--- config.mk ---
export PLATFORM = sky130hd
export DESIGN_NAME = ulsp_isqrt
export DESIGN_NICKNAME = d
export VERILOG_FILES = /design/src/ulsp_pkg.sv /design/src/ulsp_isqrt.sv
export SDC_FILE = /design/constraint.sdc
export NUM_CORES = 2
export LEC_CHECK = 0
export BUFFER_PORTS_ARGS = -buffer_cell sky130_fd_sc_hd__buf_2
export CAP_MARGIN = 20
export CORE_ASPECT_RATIO = 0.8
export CORE_MARGIN = 5
export CORE_UTILIZATION = 48
export DETAILED_ROUTE_END_ITERATION = 10
export PLACE_DENSITY = 0.65
export SYNTH_ARGS = -nofsm -noshare
export SYNTH_HDL_FRONTEND = slang
export SYNTH_MEMORY_MAX_BITS = 65536
export SYNTH_SLANG_ARGS = --single-unit
export TNS_END_PERCENT = 100
--- constraint.sdc ---
create_clock -name clk -period 6.1 [get_ports clk]
set_input_delay 1.22 -clock clk [delete_from_list [all_inputs] [get_ports clk]]
set_output_delay 1.22 -clock clk [all_outputs]
set_load 0.02 [all_outputs]
--- src/ulsp_pkg.sv ---
// shared constants, coefficient tables and exp rom for the link state probability pipeline
package ulsp_pkg;

  localparam int ULSP_COORD_BITS     = 24;
  localparam int ULSP_PROB_FRAC_BITS = 16;

  localparam logic [1:0] DENSITY_LOW    = 2'd0;
  localparam logic [1:0] DENSITY_MEDIUM = 2'd1;
  localparam logic [1:0] DENSITY_HIGH   = 2'd2;

  localparam logic [30:0] Q30_ONE   = 31'h4000_0000;
  localparam logic [30:0] LOG2E_Q30 = 31'd1549082005;
  localparam logic [29:0] LN2_Q30   = 30'd744261118;
  localparam logic [30:0] DIFF_MAX  = '1;

  typedef logic [30:0] exp_rom_t [17];

  localparam logic [29:0] COEF_A [3] = '{30'd917834511, 30'd898936647, 30'd962287423};
  localparam logic [18:0] COEF_B [3] = '{19'd107374, 19'd191260, 19'd285213};
  localparam logic signed [18:0] COEF_LNC [3] =
    '{-19'sd211611, -19'sd227235, -19'sd243886};
  localparam logic [18:0] COEF_M [3] = '{19'd345493, 19'd328093, 19'd328434};
  localparam logic [22:0] COEF_INVS [3] = '{23'd4817302, 23'd6835567, 23'd7594249};

  function automatic logic [63:0] const_isqrt(input logic [63:0] v);
    logic [63:0] rem;
    logic [63:0] root;
    logic [63:0] bitv;
    rem  = v;
    root = '0;
    for (int k = 31; k >= 0; k--) begin
      bitv = 64'd1 << (2 * k);
      if (rem >= root + bitv) begin
        rem  = rem - (root + bitv);
        root = (root >> 1) + bitv;
      end else begin
        root = root >> 1;
      end
    end
    return root;
  endfunction

  // entry 0 is one, entry i >= 1 is 2^(-2^-i) in q30
  function automatic exp_rom_t exp_rom_table();
    exp_rom_t rom;
    rom[0] = Q30_ONE;
    rom[1] = 31'(const_isqrt(64'd1 << 59));
    for (int i = 2; i <= 16; i++) begin
      rom[i] = 31'(const_isqrt(64'(rom[i-1]) << 30));
    end
    return rom;
  endfunction

  localparam exp_rom_t EXP_ROM = exp_rom_table();

endpackage

--- src/ulsp_isqrt.sv ---
// pipelined integer square root, one root bit per stage
module ulsp_isqrt import ulsp_pkg::*; #(
  parameter int SW = 2
) (
  input  logic          clk,
  input  logic          rst,
  input  logic          en,
  input  logic          in_valid,
  input  logic [63:0]   radicand,
  input  logic [SW-1:0] in_side,
  output logic          out_valid,
  output logic [31:0]   root,
  output logic [SW-1:0] out_side
);

  logic          vld_q  [32];
  logic [33:0]   rem_q  [32];
  logic [31:0]   root_q [32];
  logic [63:0]   rad_q  [32];
  logic [SW-1:0] side_q [32];

  logic          vld_in  [32];
  logic [33:0]   rem_in  [32];
  logic [31:0]   root_in [32];
  logic [63:0]   rad_in  [32];
  logic [SW-1:0] side_in [32];

  logic [33:0]   rem_next  [32];
  logic [31:0]   root_next [32];

  always_comb begin
    vld_in[0]  = in_valid;
    rem_in[0]  = '0;
    root_in[0] = '0;
    rad_in[0]  = radicand;
    side_in[0] = in_side;
    for (int k = 1; k < 32; k++) begin
      vld_in[k]  = vld_q[k-1];
      rem_in[k]  = rem_q[k-1];
      root_in[k] = root_q[k-1];
      rad_in[k]  = rad_q[k-1];
      side_in[k] = side_q[k-1];
    end
  end

  always_comb begin
    logic [35:0] r2;
    logic [35:0] trial;
    for (int k = 0; k < 32; k++) begin
      r2    = {rem_in[k], rad_in[k][63:62]};
      trial = {2'b00, root_in[k], 2'b01};
      if (r2 >= trial) begin
        rem_next[k]  = 34'(r2 - trial);
        root_next[k] = {root_in[k][30:0], 1'b1};
      end else begin
        rem_next[k]  = r2[33:0];
        root_next[k] = {root_in[k][30:0], 1'b0};
      end
    end
  end

  always_ff @(posedge clk) begin
    if (rst) begin
      for (int k = 0; k < 32; k++) vld_q[k] <= 1'b0;
    end else if (en) begin
      for (int k = 0; k < 32; k++) vld_q[k] <= vld_in[k];
    end
  end

  always_ff @(posedge clk) begin
    if (en) begin
      for (int k = 0; k < 32; k++) begin
        rem_q[k]  <= rem_next[k];
        root_q[k] <= root_next[k];
        rad_q[k]  <= {rad_in[k][61:0], 2'b00};
        side_q[k] <= side_in[k];
      end
    end
  end

  assign out_valid = vld_q[31];
  assign root      = root_q[31];
  assign out_side  = side_q[31];

endmodule

**Word level (Yosys, flattened, before mapping)**

Memories as Yosys holds them, arrays and structs flattened.
Cells that the tools add are included.

- Flip-flop bits (word level): 0
- Bits in writable memories: 4192
- Output and inout bits: 35
- Input port bits: 70
- Memories: 5

- Bitwise operators: 32
- $add $sub $neg: 32
- Muxes and demuxes: 102
- Order comparisons: 32

Memory list:

| memory | depth | bits a word | read ports | clocked after Yosys merged registers in | wr ports | line | RTL |
|---|---|---|---|---|---|---|---|
| rad_q | 32 | 62 | 31 | 0 | 32 | ulsp_isqrt.sv:19 | `logic [63:0] rad_q [32];` |
| rem_q | 32 | 34 | 31 | 0 | 32 | ulsp_isqrt.sv:17 | `logic [33:0] rem_q [32];` |
| root_q | 32 | 32 | 32 | 0 | 32 | ulsp_isqrt.sv:18 | `logic [31:0] root_q [32];` |
| side_q | 32 | 2 | 32 | 0 | 32 | ulsp_isqrt.sv:20 | `logic [SW-1:0] side_q [32];` |
| vld_q | 32 | 1 | 32 | 0 | 32 | ulsp_isqrt.sv:16 | `logic vld_q [32];` |

Operator list:

| cell | count |
|---|---|
| $ge A36 B34 Y1 | 31 |
| $mux W34 | 32 |
| $sub A34 B34 Y34 | 31 |
| $mux W1 | 70 |
| $or A1 B1 Y1 | 32 |
| $sub A2 B1 Y3 const B | 1 |
| $ge A2 B1 Y1 const B | 1 |

**Logic depth before layout (Yosys ltp)**

- Word-level depth: 4
- Mapped depth: 15
- Depth with buffers taken out: 12

**Least setup slack after synthesis**

No wires, ideal clock.

- Kind: register to register
- From: memory rem_q[15][0] (netlist: rem_q[0][510])
- To: memory rem_q[16][33] (netlist: rem_q[1][33]) (data pin)
- Clock period less this slack: 3.553 ns
- Path slack: 2.547 ns
- Stages on the path, launching flop included: 12
- Data required time: 5.827 ns
- Arrival time: 3.280 ns
- Setup time: 0.273 ns
- Path through: edfxtp_1 -> ha_1 -> o21a_1 -> o21a_1 -> o2111ai_1 -> or4b_2 -> a311oi_1 -> o21ai_0 -> a2111o_1 -> buf_2 -> nor4b_1 -> xor2_1

RTL lines:

| item | line |
|---|---|
| from (decl) | ulsp_isqrt.sv:17 |

==> results by group <==
CTS
  – Cts bufs inserted: 280
  – CTS tree: yes
  – Total setup buffers inserted after CTS: 0
  – # H-tree levels: 5
  – Clock slew at reported path FFs: ~0.060 ns
  – Clk buf depth: 4
  – CTS sink count: between 2000 and 3000
  – Hold-fix buffers, CTS: 0
  – Clk Tree Root Cell: clkbuf_16
  – Post_cts resized: 0
  – Clk Latency, worst-skew pair: 0.84 ns

Synth
  – Number of synthesized flops with an enable pin: 2619
  – Synth Flop Type: edfxtp_1
  – Syn_nets: 9910
  – Async SR Flop Fraction: 0%
  – Synth Cell Area: around 120000 um^2
  – Synth Area per Inst: 13.0 um^2
  – Seq/Total Area, Yosys: approximately 65%
  – Register bit total from synthesis: 2619
  – Yosys warning total: 0
  – Post-Syn Instances: 9278
  – Yosys cell types: just under 90

Route
  – WL per Instance: 18.6 um
  – Routed WL: roughly 240000 um
  – Vias: 71803
  – Antenna-violating nets left: 0
  – Drt drc: 0
  – DRT iter0 DRCs: 5891
  – 1st-pass router iterations: 6
  – Vias per Instance: 5.49

Global routing
  – GRT Util Overall: 18.1%
  – Vias in the first global route: 70057
  – Largest net degree at the start of global routing: slightly below 200
  – First-pass GRT wire length: 386000 um
  – Initial antenna violation count: 3
  – Grt ovf: 0

Hold path
  – Worst hold path class: register to register
  – Hold depth: 0

STA
  – Clock skew: 0.0671 ns
  – Final worst-path cycle share: between 70% and 80%
  – Hold Vio Cnt, Final: 0
  – Final setup viols: 0
  – Achievable Freq: 229 MHz
  – Period minus WS final: 4.36 ns
  – Sum Neg Setup Slack: 0 ns
  – Least-Margin Pin Slew: 1.04 ns
  – Relative slew margins: 30.8%
  – RSZ-0062 raised after global routing: no
  – Worst hold margin: around 0.4 ns
  – Final Slew Violations: 0

Cells and area
  – Final instance area: ~130000 um^2
  – Antenna cells: 0
  – Layout Area Growth over Synthesis: 11.3%
  – Most frequent cells in the layout: edfxtp_1 (2619), inv_1 (719), nand2_1 (659), ha_1 (562), o21ai_0 (542)
  – Share of layout cells above drive strength 1: 7.37%
  – Commonest non-fill, non-tap cell in the layout: edfxtp_1
  – Filler instances: between 20000 and 25000
  – Fin cells: 13073
  – Final net count: 10177

Power and ir drop
  – Combinational share of power: 19.7%
  – NetSw: about 14 mW
  – Clock network power share: 32.8%
  – Int Power: 36.5 mW
  – Net Sw Frac: 28.0%
  – Worst vdd ir: 0.206 mV
  – Flop pwr share: between 40% and 50%
  – Static Leakage: just over 50 nW
  – Cell Pwr Density: 377 nW/um^2

Floorplan
  – Starting Density: 48.3%
  – Cell row count: around 160
  – Die height: around 460 um
  – I/O pin count: 105
  – Core ar.: 250000 um^2
  – Die Wd: 571 um
  – Die area: 262000 um^2

Setup path
  – CP Launch Type: register
  – Kind of critical path: register to register
  – Critical-path maximum fanout: 32
  – R2R Setup Slk: 1.74 ns
  – WP data required: 6.65 ns
  – CP Capture Type: register
  – R2R depth: 10
  – Critical path arrival: 4.92 ns

Outcome
  – Status: completed

Job
  – Max-Cap Viols: 0

Placement
  – Placed cell count: 12583
  – Gpl congestion: roughly 0.9
  – IO Port Bufs: 104
  – Hpwl dp: 171000 um
  – Dpl cell area: 126000 um^2
==> logic make-up after synthesis <==
logic type,Yosys count,synth area share (%)
AOI/OAI and AO/OA,1886,9.68
xor gates and xnor gates,828,5.99
adders and majority gates,562,5.81
buffers and inverters,902,2.82
DFF,2619,65.0
muxes,81,0.737
other,1,0.00310
and+or+nand+nor,2399,9.94
==> cell type report <==
cell class | count | area, um^2 | share of cell area (%)
inverter | 722 | 2710 | 2.01
sequential | 2619 | 78600 | 58.4
timing repair buffer | 165 | 1210 | 0.896
clock buffer | 332 | 7350 | 5.46
tap | 3320 | 4150 | 3.08
multi-input combinational | 5757 | 39000 | 29.0
clock inverter | 158 | 1610 | 1.20
==> worst max-delay path: stages (launching register included) <==
cell      delay (ns)
edfxtp_1        0.40
ha_1            0.39
nand4_1         0.22
or4_1           0.54
o31ai_1         0.29
nor3_1          0.13
o211ai_1        0.11
nand2_1         0.61
or4b_2          0.97
nor4_1          0.29
xor2_1          0.13
==> power by group through the flow <==
stage                     combinational [mW]  sequential [mW]  clock [mW]
after global placement                  9.71             24.5           0
final                                   9.99             24.1        16.6
after detailed placement                9.83             24.5           0
after floorplan                         7.26             23.8           0
after CTS                               9.91             24.1        17.2
after global routing                    11.1             24.3        17.9
==> synthesized netlist by cell type, drive strengths merged (42+ instances only) <==
master / n / area [um^2]
nor3: 229 / 1150
clkbuf: 153 / 574
a31oi: 44 / 275
o21ai: 545 / 2730
inv: 721 / 2710
and2: 57 / 357
o31ai: 66 / 495
ha: 562 / 7030
or2: 43 / 269
edfxtp: 2619 / 78600
o211ai: 46 / 345
or4: 61 / 465
nor2b: 106 / 663
xor2: 417 / 3650
nand2b: 119 / 744
nand4: 91 / 576
nand3: 141 / 706
xnor2: 411 / 3600
o21a: 98 / 736
a211oi: 55 / 413
nor4: 110 / 701
nor2: 502 / 1880
and3: 51 / 319
a21o: 219 / 1640
mux2: 65 / 732
a21oi: 531 / 2660
or3: 108 / 676
o21bai: 42 / 315
nand2: 659 / 2470
==> per-layer routing <==
| layer | GRT usage, % | vias to the layer above | part of all wire, % |
|---|---|---|---|
| met5 | 0 | - | 0 |
| met4 | 4.62 | 0 | 2.2 |
| met3 | 2.48 | 387 | 4.8 |
| met2 | 28.9 | 1694 | 46 |
| met1 | 26.4 | 34752 | 47 |
| li1 | - | 34970 | - |
==> per-stage QoR <==
| stage | power [mW] | setup WS (ns) | util (%) |
|---|---|---|---|
| 6_report | 50.7 | 1.74 | 53.8 |
| 5_1_grt | 53.4 | 1.38 | 53.8 |
| 4_1_cts | 51.2 | 1.75 | 53.8 |
| 3_5_place_dp | 34.3 | 1.78 | 50.2 |
| 3_3_place_gp | 34.2 | 1.85 | 50.2 |
| 2_1_floorplan | 31.1 | 2.55 | - |
==> registers in the layout, summed over array words and instances (netlist names) <==
signal / flops
rem_q: 1003
root_q: 528
vld_q: 32
side_q: 64
rad_q: 992
==> final timing paths <==
| check | startpoint | endpoint |
|---|---|---|
| setup / recovery | rem_q[0][479]$_DFFE_PP_ | rem_q[0][535]$_DFFE_PP_ |
| hold / removal | rad_q[0][789]$_DFFE_PP_ | rad_q[0][853]$_DFFE_PP_ |
| setup reg to reg | rem_q[0][479]$_DFFE_PP_ | rem_q[0][535]$_DFFE_PP_ |
| hold reg to reg | rad_q[0][789]$_DFFE_PP_ | rad_q[0][853]$_DFFE_PP_ |
(Power assumes the default switching activity.)
